[src/rtl/aste_pkg.sv]
// shared types and constants for the air shelf and tilt equalizer
package aste_pkg;

  // configuration register indexes
  localparam logic [1:0] REG_AIR_GAIN   = 2'd0;
  localparam logic [1:0] REG_AIR_COEFF  = 2'd1;
  localparam logic [1:0] REG_TILT_GAIN  = 2'd2;
  localparam logic [1:0] REG_TILT_COEFF = 2'd3;

  // tilt stage runs only when |gain| exceeds this
  localparam int TILT_DEAD = 3;

  typedef struct packed {
    logic signed [23:0] sample_in;
    logic        [2:0]  channel;
    logic               block_end;
  } req_t;

  typedef struct packed {
    logic signed [23:0] sample_out;
    logic        [2:0]  channel_out;
    logic               block_end_out;
    logic               clipped;
  } rsp_t;

  typedef struct packed {
    logic        [15:0] air_gain;
    logic        [15:0] air_coeff;
    logic signed [15:0] tilt_gain;
    logic        [15:0] tilt_coeff;
  } cfg_regs_t;

  typedef enum logic [3:0] {
    ST_IDLE,
    ST_AIR_MC,
    ST_AIR_UPD,
    ST_AIR_MG,
    ST_AIR_OUT,
    ST_TILT_PREP,
    ST_TILT_MC,
    ST_TILT_UPD,
    ST_TILT_MG,
    ST_TILT_OUT,
    ST_FINISH
  } state_t;

  typedef enum logic [3:0] {
    OP_NONE,
    OP_LOAD,
    OP_MUL_AC,
    OP_AIR_UPD,
    OP_MUL_AG,
    OP_AIR_OUT,
    OP_TILT_PREP,
    OP_MUL_TC,
    OP_TILT_UPD,
    OP_MUL_TG,
    OP_TILT_OUT,
    OP_FINISH
  } op_t;

  typedef struct packed {
    op_t op;
  } cmd_t;

  typedef struct packed {
    logic ch_ok;     // incoming channel has filter state
    logic air_on;
    logic tilt_on;
    logic out_free;  // output register can take a word
  } status_t;

endpackage

[src/rtl/aste_cfg.sv]
// configuration register file for the equalizer
module aste_cfg (
  input  logic                clk,
  input  logic                rst,
  input  logic                cfg_valid,
  output logic                cfg_ready,
  input  logic [1:0]          cfg_index,
  input  logic [15:0]         cfg_data,
  output aste_pkg::cfg_regs_t regs
);

  assign cfg_ready = !rst;

  always_ff @(posedge clk) begin
    if (rst) begin
      regs <= '0;
    end else if (cfg_valid && cfg_ready) begin
      unique case (cfg_index)
        aste_pkg::REG_AIR_GAIN:   regs.air_gain   <= cfg_data;
        aste_pkg::REG_AIR_COEFF:  regs.air_coeff  <= cfg_data;
        aste_pkg::REG_TILT_GAIN:  regs.tilt_gain  <= cfg_data;
        aste_pkg::REG_TILT_COEFF: regs.tilt_coeff <= cfg_data;
      endcase
    end
  end

endmodule

[src/rtl/aste_ctrl.sv]
// sequencing state machine for the equalizer
module aste_ctrl (
  input  logic              clk,
  input  logic              rst,
  input  logic              req_valid,
  output logic              req_stall,
  input  aste_pkg::status_t status,
  output aste_pkg::cmd_t    cmd
);

  aste_pkg::state_t state, state_next;

  always_ff @(posedge clk) begin
    if (rst) begin
      state <= aste_pkg::ST_IDLE;
    end else begin
      state <= state_next;
    end
  end

  always_comb begin
    state_next = state;
    cmd.op     = aste_pkg::OP_NONE;
    req_stall  = 1'b1;
    unique case (state)
      aste_pkg::ST_IDLE: begin
        req_stall = rst;
        if (req_valid && !rst) begin
          cmd.op = aste_pkg::OP_LOAD;
          priority if (!status.ch_ok) begin
            state_next = aste_pkg::ST_FINISH;
          end else if (status.air_on) begin
            state_next = aste_pkg::ST_AIR_MC;
          end else begin
            state_next = aste_pkg::ST_TILT_PREP;
          end
        end
      end
      aste_pkg::ST_AIR_MC: begin
        cmd.op     = aste_pkg::OP_MUL_AC;
        state_next = aste_pkg::ST_AIR_UPD;
      end
      aste_pkg::ST_AIR_UPD: begin
        cmd.op     = aste_pkg::OP_AIR_UPD;
        state_next = aste_pkg::ST_AIR_MG;
      end
      aste_pkg::ST_AIR_MG: begin
        cmd.op     = aste_pkg::OP_MUL_AG;
        state_next = aste_pkg::ST_AIR_OUT;
      end
      aste_pkg::ST_AIR_OUT: begin
        cmd.op     = aste_pkg::OP_AIR_OUT;
        state_next = aste_pkg::ST_TILT_PREP;
      end
      aste_pkg::ST_TILT_PREP: begin
        cmd.op     = aste_pkg::OP_TILT_PREP;
        state_next = status.tilt_on ? aste_pkg::ST_TILT_MC : aste_pkg::ST_FINISH;
      end
      aste_pkg::ST_TILT_MC: begin
        cmd.op     = aste_pkg::OP_MUL_TC;
        state_next = aste_pkg::ST_TILT_UPD;
      end
      aste_pkg::ST_TILT_UPD: begin
        cmd.op     = aste_pkg::OP_TILT_UPD;
        state_next = aste_pkg::ST_TILT_MG;
      end
      aste_pkg::ST_TILT_MG: begin
        cmd.op     = aste_pkg::OP_MUL_TG;
        state_next = aste_pkg::ST_TILT_OUT;
      end
      aste_pkg::ST_TILT_OUT: begin
        cmd.op     = aste_pkg::OP_TILT_OUT;
        state_next = aste_pkg::ST_FINISH;
      end
      aste_pkg::ST_FINISH: begin
        if (status.out_free) begin
          cmd.op     = aste_pkg::OP_FINISH;
          state_next = aste_pkg::ST_IDLE;
        end
      end
      default: begin
        state_next = aste_pkg::ST_IDLE;
      end
    endcase
  end

endmodule

[src/rtl/aste_dp.sv]
// datapath: shared multiplier, per-channel lowpass state, output register
module aste_dp #(
  parameter int CHANNELS = 8
) (
  input  logic                clk,
  input  logic                rst,
  input  aste_pkg::req_t      req_data,
  input  aste_pkg::cfg_regs_t regs,
  input  aste_pkg::cmd_t      cmd,
  output aste_pkg::status_t   status,
  output logic                rsp_valid,
  input  logic                rsp_stall,
  output aste_pkg::rsp_t      rsp_data
);

  localparam int IDX_W = (CHANNELS > 1) ? $clog2(CHANNELS) : 1;

  localparam logic signed [31:0] Q_MAX = 32'sh7FFF_FFFF;
  localparam logic signed [31:0] Q_MIN = -32'sh7FFF_FFFF - 32'sd1;
  localparam logic signed [28:0] S_MAX = 29'sd8388607;
  localparam logic signed [28:0] S_MIN = -29'sd8388608;

  logic signed [31:0] air_lp  [CHANNELS];
  logic signed [31:0] tilt_lp [CHANNELS];

  logic signed [31:0] xs_r;
  logic signed [31:0] y_r;
  logic signed [31:0] lp_r;
  logic signed [33:0] diff_r;
  logic signed [50:0] prod_r;
  logic signed [35:0] z_r;
  logic [IDX_W-1:0]   idx_r;
  logic [2:0]         ch_r;
  logic               be_r;
  logic               clip_r;
  logic               out_valid;
  aste_pkg::rsp_t     out_r;

  logic [IDX_W-1:0]   idx_in;
  logic signed [31:0] xs_in;
  logic signed [16:0] mul_b;
  logic signed [50:0] prod_full;
  logic signed [50:0] rnd16, rnd14, rnd15;
  logic signed [31:0] lp_new;
  logic signed [37:0] ysum;
  logic signed [31:0] ysat;
  logic               yclip;
  logic signed [36:0] zsum;
  logic signed [36:0] zrnd;
  logic signed [28:0] zint;
  logic signed [23:0] zsat;
  logic               zclip;

  assign idx_in = IDX_W'(req_data.channel);
  assign xs_in  = {req_data.sample_in, 8'd0};

  assign status.ch_ok    = 32'(req_data.channel) < CHANNELS;
  assign status.air_on   = regs.air_gain != 16'd0;
  assign status.tilt_on  = (regs.tilt_gain > 16'(aste_pkg::TILT_DEAD))
                        || (regs.tilt_gain < -16'(aste_pkg::TILT_DEAD));
  assign status.out_free = !out_valid || !rsp_stall;

  // shared multiplier, coefficient or gain times registered difference
  always_comb begin
    unique case (cmd.op)
      aste_pkg::OP_MUL_AC: mul_b = {1'b0, regs.air_coeff};
      aste_pkg::OP_MUL_AG: mul_b = {1'b0, regs.air_gain};
      aste_pkg::OP_MUL_TC: mul_b = {1'b0, regs.tilt_coeff};
      aste_pkg::OP_MUL_TG: mul_b = {regs.tilt_gain[15], regs.tilt_gain};
      default:             mul_b = '0;
    endcase
  end

  assign prod_full = diff_r * mul_b;

  // rounded shifts of the product, half up
  assign rnd16  = prod_r + 51'sd32768;
  assign rnd14  = prod_r + 51'sd8192;
  assign rnd15  = prod_r + 51'sd16384;
  assign lp_new = lp_r + rnd16[47:16];

  // air output, saturated to the internal word
  assign ysum = 38'(xs_r) + 38'($signed(rnd14[50:14]));
  always_comb begin
    yclip = 1'b0;
    ysat  = ysum[31:0];
    if (ysum > 38'(Q_MAX)) begin
      ysat  = Q_MAX;
      yclip = 1'b1;
    end else if (ysum < 38'(Q_MIN)) begin
      ysat  = Q_MIN;
      yclip = 1'b1;
    end
  end

  assign zsum = 37'(y_r) + 37'($signed(rnd15[50:15]));

  // final rounding to integer samples and saturation
  assign zrnd = 37'(z_r) + 37'sd128;
  assign zint = zrnd[36:8];
  always_comb begin
    zclip = 1'b0;
    zsat  = zint[23:0];
    if (zint > S_MAX) begin
      zsat  = S_MAX[23:0];
      zclip = 1'b1;
    end else if (zint < S_MIN) begin
      zsat  = S_MIN[23:0];
      zclip = 1'b1;
    end
  end

  always_ff @(posedge clk) begin
    unique case (cmd.op)
      aste_pkg::OP_LOAD: begin
        xs_r   <= xs_in;
        y_r    <= xs_in;
        z_r    <= 36'(xs_in);
        lp_r   <= air_lp[idx_in];
        diff_r <= 34'(xs_in) - 34'(air_lp[idx_in]);
        idx_r  <= idx_in;
        ch_r   <= req_data.channel;
        be_r   <= req_data.block_end;
      end
      aste_pkg::OP_MUL_AC, aste_pkg::OP_MUL_AG,
      aste_pkg::OP_MUL_TC, aste_pkg::OP_MUL_TG: begin
        prod_r <= prod_full;
      end
      aste_pkg::OP_AIR_UPD: begin
        lp_r   <= lp_new;
        diff_r <= 34'(xs_r) - 34'(lp_new);
      end
      aste_pkg::OP_AIR_OUT: begin
        y_r <= ysat;
      end
      aste_pkg::OP_TILT_PREP: begin
        lp_r   <= tilt_lp[idx_r];
        diff_r <= 34'(y_r) - 34'(tilt_lp[idx_r]);
        z_r    <= 36'(y_r);
      end
      aste_pkg::OP_TILT_UPD: begin
        lp_r   <= lp_new;
        diff_r <= 34'(y_r) - {lp_new[31], lp_new, 1'b0};
      end
      aste_pkg::OP_TILT_OUT: begin
        z_r <= zsum[35:0];
      end
      default: begin
      end
    endcase
  end

  // clip flag and per-channel state
  always_ff @(posedge clk) begin
    if (rst) begin
      clip_r <= 1'b0;
      for (int i = 0; i < CHANNELS; i++) begin
        air_lp[i]  <= '0;
        tilt_lp[i] <= '0;
      end
    end else begin
      if (cmd.op == aste_pkg::OP_LOAD) begin
        clip_r <= 1'b0;
      end else if (cmd.op == aste_pkg::OP_AIR_OUT && yclip) begin
        clip_r <= 1'b1;
      end
      if (cmd.op == aste_pkg::OP_AIR_UPD) begin
        air_lp[idx_r] <= lp_new;
      end
      if (cmd.op == aste_pkg::OP_TILT_UPD) begin
        tilt_lp[idx_r] <= lp_new;
      end
    end
  end

  // output register
  always_ff @(posedge clk) begin
    if (rst) begin
      out_valid <= 1'b0;
    end else if (cmd.op == aste_pkg::OP_FINISH) begin
      out_valid <= 1'b1;
    end else if (!rsp_stall) begin
      out_valid <= 1'b0;
    end
  end

  always_ff @(posedge clk) begin
    if (cmd.op == aste_pkg::OP_FINISH) begin
      out_r.sample_out    <= zsat;
      out_r.channel_out   <= ch_r;
      out_r.block_end_out <= be_r;
      out_r.clipped       <= clip_r | zclip;
    end
  end

  assign rsp_valid = out_valid;
  assign rsp_data  = out_r;

endmodule

[src/rtl/air_shelf_and_tilt_eq_core.sv]
// top level of the air shelf and tilt equalizer
//
// usage
// - req channel: req_valid, req_stall, req_data (sample_in, channel, block_end).
//   a word is taken at a clock edge with req_valid high and req_stall low
// - rsp channel: rsp_valid, rsp_stall, rsp_data (sample_out, channel_out,
//   block_end_out, clipped), one result word for every request word
// - cfg channel: cfg_valid, cfg_ready, cfg_index, cfg_data; cfg_ready is
//   high outside reset, write only while no word is in flight
// - timing: one request word at a time; a shared 34x17 multiplier does the
//   four products, each a multiply step followed by an accumulate step.
//   a bypassed stage skips its steps, and a channel without state skips
//   all of them; the next word is taken once the block is back in idle,
//   after the result is loaded into the output register
// - a stalled rsp word holds in the output register; the block finishes the
//   next word and then waits in its last step until the register frees up
// - reset (rst, synchronous) clears config registers, all lowpass state
//   and the output valid; no word or write is taken while it is high
module air_shelf_and_tilt_eq_core #(
  parameter int CHANNELS = 8
) (
  input  logic           clk,
  input  logic           rst,
  // request words
  input  logic           req_valid,
  output logic           req_stall,
  input  aste_pkg::req_t req_data,
  // result words
  output logic           rsp_valid,
  input  logic           rsp_stall,
  output aste_pkg::rsp_t rsp_data,
  // register writes
  input  logic           cfg_valid,
  output logic           cfg_ready,
  input  logic [1:0]     cfg_index,
  input  logic [15:0]    cfg_data
);

  aste_pkg::cfg_regs_t regs;
  aste_pkg::cmd_t      cmd;
  aste_pkg::status_t   status;

  // gain and coefficient registers
  aste_cfg u_cfg (
    .clk       (clk),
    .rst       (rst),
    .cfg_valid (cfg_valid),
    .cfg_ready (cfg_ready),
    .cfg_index (cfg_index),
    .cfg_data  (cfg_data),
    .regs      (regs)
  );

  // step sequencer, skips bypassed stages
  aste_ctrl u_ctrl (
    .clk       (clk),
    .rst       (rst),
    .req_valid (req_valid),
    .req_stall (req_stall),
    .status    (status),
    .cmd       (cmd)
  );

  // arithmetic, filter state and result register
  aste_dp #(
    .CHANNELS (CHANNELS)
  ) u_dp (
    .clk       (clk),
    .rst       (rst),
    .req_data  (req_data),
    .regs      (regs),
    .cmd       (cmd),
    .status    (status),
    .rsp_valid (rsp_valid),
    .rsp_stall (rsp_stall),
    .rsp_data  (rsp_data)
  );

endmodule
[config.mk]
export PLATFORM = sky130hd
export DESIGN_NAME = air_shelf_and_tilt_eq_core
export DESIGN_NICKNAME = d
export VERILOG_FILES = /design/src/rtl/aste_pkg.sv /design/src/rtl/aste_cfg.sv /design/src/rtl/aste_ctrl.sv /design/src/rtl/aste_dp.sv /design/src/rtl/air_shelf_and_tilt_eq_core.sv
export SDC_FILE = /design/constraint.sdc
export NUM_CORES = 2
export LEC_CHECK = 0
export ABC_AREA = 1
export BUFFER_PORTS_ARGS = -buffer_cell sky130_fd_sc_hd__buf_2
export CAP_MARGIN = 30
export CORE_ASPECT_RATIO = 0.75
export CORE_MARGIN = 2
export CORE_UTILIZATION = 50
export DETAILED_ROUTE_END_ITERATION = 7
export PLACE_DENSITY = 0.66
export SYNTH_ARGS = -nofsm -noshare
export SYNTH_HDL_FRONTEND = slang
export SYNTH_SLANG_ARGS = --single-unit
[constraint.sdc]
create_clock -name clk -period 9.04 [get_ports clk]
set_clock_uncertainty 0.1 [all_clocks]
set_input_delay 1.808 -clock clk [delete_from_list [all_inputs] [get_ports clk]]
set_output_delay 1.808 -clock clk [all_outputs]
set_load 0.1 [all_outputs]
==> results.md <==
* Outcome: finished, final reports clean
* Share of cells above drive strength 1 at 5.694%
* PortBufs at 82
* Crit-path max FO at 7
* Vias in the first global route at 57,520
* Synth async-reset ratio at 0%
* FILL cells at 13,180
* Antenna-violating nets left at 0
* Postcts setup bufs at 0
* Global-route wire length before repair at 415,600 um
* Max-slew violations at 0
* Slew @ Worst Pin at 1.274 ns
* Row count at 119
* Type of origin of the critical path: flip-flop
* Routed wl met3 at 49,500 um
* Hold Crit Class: reg -> reg
* Synth Area per Inst at 8.083 sq um
* Fin crit share at 96.36%
* Max-Slew Margin vs Limit at 14.16%
* Global Route Usage Sum at 40.31%
* Die X at 436.7 um
* Remaining DRCs at 0
* DR vias/cell at 5.976
* Internal power at 9.409 mW
* Uppermost layer routed: met5
* Critical path arrival at 9.13 ns
* Seq/Total Area, Yosys at 33.48%
* Die Footprint at 143,400 sq um
* Pre-Repair DR Iteration Count at 6
* Wire per inst at 27.62 um
* Clock Power Share at 16.4%
* Routability congestion estimate at 1.138
* # hold bufs at CTS at 0
* Via count at 63,460
* RSZ-0062 raised after global routing: false
* Synthesized cell area at 70,190 sq um
* H-tree levels at 3
* NetSw at 11.46 mW
* Max VDD drop at 0.3174 mV
* WP data required at 9.46 ns
* Register Area at 23,510 sq um
* EDFF count, synth at 734
* Io pins at 83
* CTS tree: built
* Clock edge transition at the registers on the reported setup and hold paths at 0.06 ns
* CTS Buf Count at 84
* Power share of the sequential group at 24.4%
* #FFs+latches synth at 807
* GRT overflow at 0
* Die Ht at 328.5 um
* Comb pwr share at 59.1%
* Post-Syn Instances at 8,684
* Initial Utilization at 50.21%
* Metal2 WL at 106,600 um
* Bufs on Longest Clock Path at 3
* DP Wirelength at 233,100 um
* Ys flop type: edfxtp_1
* Clk root buf: clkbuf_16
* Initial antenna violation count at 28
* Met1 wire length at 131,200 um
* Syn nets at 9,616
* CP Class: reg -> reg
* Initial DRC Count at 9,446
* Core ar. at 139,800 sq um
* Yosys warnings at 0
* Layout Nets at 9,596
* Clk sinks at 807
* Final wirelength at 293,300 um
* Yosys cell types at 65
* Latest clock arrival within the worst-skew pair at 0.74 ns
* Max frequency at 114.8 MHz
* Setup TNS at 0 ns
* Minimum clock period at 8.711 ns
* Multi-input logic area at 40,410 sq um
* Hold Slack at 0.3432 ns
* Final setup vio count at 0
* Sw Ratio at 54.91%
* PwrDens at 275.4 nW/um^2
* Max cap viols at 0
* Largest net degree at the start of global routing at 97
* Hold Fails Final Rpt at 0
* Leak at 34.16 nW
* P&R area growth vs syn at 7.962%
* CP endpoint kind: flip-flop
* Post_cts resized at 0
[synthesized netlist by cell type, drive strengths merged (29+ instances only)]
cell / instances / area [sq um]
nor4: 35 / 249.0
fa: 554 / 11090
buf: 80 / 457.9
xor2: 158 / 1399
ha: 327 / 4091
nor3: 112 / 608.1
xnor2: 45 / 409.1
dfxtp: 73 / 1461
o21bai: 32 / 262.8
o22ai: 35 / 219.0
a21o: 30 / 225.2
edfxtp: 734 / 22040
nand4: 62 / 402.9
a21oi: 430 / 2163
or2: 29 / 181.4
inv: 1313 / 4931
nand3: 314 / 1607
o21ai: 593 / 3005
a31oi: 50 / 312.8
o221ai: 138 / 1209
nand3b: 37 / 277.8
clkbuf: 259 / 977.2
nand2: 1567 / 5927
nor2: 1578 / 5973
[kinds of logic (layout without fill, tap and decap cells)]
kind of cell,count (synthesis),in the layout,share of synthesized area (%)
xor gates and xnor gates,203,203,2.576
and+or+nand+nor,3745,3745,21.79
AOI/OAI and AO/OA,1383,1383,11.39
DFF,807,807,33.48
other,0,15,0
adders and majority gates,881,881,21.63
buffers and inverters,1665,1710,9.139
[layout make-up]
type                            instances  share of cell area, %
Sequential cell                       807                  31.02
Timing Repair Buffer                  233                  2.470
Multi-Input combinational cell       6212                  53.32
Tap cell                             1875                  3.096
Clock buffer                          101                  2.884
Clock inverter                         50                 0.5861
Inverter                             1326                  6.573
Antenna cell                           15                0.04953
[state kept, by name, indices dropped and copies added (netlist names), named ones only]
signal          cells
u_dp.lp_r          32
u_dp.tilt_lp      256
u_dp.prod_r        38
u_dp.idx_r          3
u_dp.air_lp       256
u_cfg.regs         64
u_dp.xs_r          24
u_dp.be_r           1
u_dp.rsp_valid      1
u_dp.clip_r         1
u_dp.rsp_data      29
u_ctrl.state        4
u_dp.diff_r        34
u_dp.z_r           29
u_dp.y_r           32
[path summary, 6_finish.rpt]
path                        start                to  slack, ns  cells past startpoint
hold / removal          u_dp.be_r  u_dp.rsp_data[1]       0.34                      0
hold reg to reg         u_dp.be_r  u_dp.rsp_data[1]       0.34                      0
setup / recovery  u_dp.prod_r[24]   u_dp.diff_r[26]       0.33                     25
setup reg to reg  u_dp.prod_r[24]   u_dp.diff_r[26]       0.33                     25
[per-layer routing]
| metal | global-route usage, % | vias to the layer above |
|---|---|---|
| li1 | - | 28130 |
| met1 | 62.79 | 31000 |
| met2 | 49.54 | 3983 |
| met3 | 18.93 | 319 |
| met4 | 7.199 | 18 |
| met5 | 2.502 | - |
[worst max-delay path, cell delays in order, from the launching register on]
cell	delay, ns
edfxtp_1	0.52
inv_1	0.14
nor3_1	0.37
nand4_1	0.40
nor2_1	0.46
nand3_1	0.20
xor2_1	0.81
ha_1	0.50
a21oi_1	0.24
o21ai_0	0.12
a21oi_1	0.47
nand3_1	0.38
xnor2_2	0.44
ha_1	0.36
nand2_1	0.17
nor2_1	0.14
inv_1	0.07
nor3_1	0.63
nand4_1	0.20
nand3_1	0.34
nand2_1	0.14
nand3_1	0.10
nand2_1	0.05
o21ai_0	0.78
inv_1	0.10
nand3_1	0.23
[through the flow]
step / cells / util [%] / area [sq um] / power, mW / setup WS [ns]
after floorplan: 8684 / - / 70190 / 11.93 / 2.455
after global placement: 10430 / 51.95 / 72630 / 16.77 / 0.9973
after detailed placement: 10450 / 52.26 / 73070 / 16.79 / 0.9561
after CTS: 10600 / 54.14 / 75700 / 20.22 / 0.9350
after global routing: 10610 / 54.18 / 75750 / 21.69 / 0.2190
final: 10620 / 54.20 / 75780 / 20.87 / 0.3293
[layout by cell type, fill, tap and decap left out, types with 15 or more instances in the layout]
master,instances
edfxtp_1,734
nand4_1,61
nand2_2,29
buf_4,128
inv_2,19
clkbuf_1,15
o21a_1,22
nand3b_1,37
o21bai_1,28
nor3_1,104
nor4_1,33
diode_2,15
inv_1,1290
dfxtp_1,71
a21o_1,30
xnor2_1,40
clkinv_1,33
ha_1,327
clkbuf_16,84
clkinv_2,16
a21boi_0,16
o21ai_0,570
o22ai_1,35
a21oi_1,427
nor2_1,1554
or2_2,26
xor2_1,155
nor2_2,18
buf_2,81
o221ai_1,138
nand3_1,307
fa_1,554
nand2_1,1537
o21ai_1,15
a31oi_1,50
[power by group through the flow]
stage | Clock [mW] | Sequential (mW) | Combinational (mW)
finish | 3.43 | 5.10 | 12.3
global route | 3.58 | 5.09 | 13.0
global placement | 0 | 5.13 | 11.6
floorplan | 0 | 4.75 | 7.17
detailed placement | 0 | 5.13 | 11.7
CTS | 3.45 | 5.05 | 11.7
(Power assumes the default switching activity.)
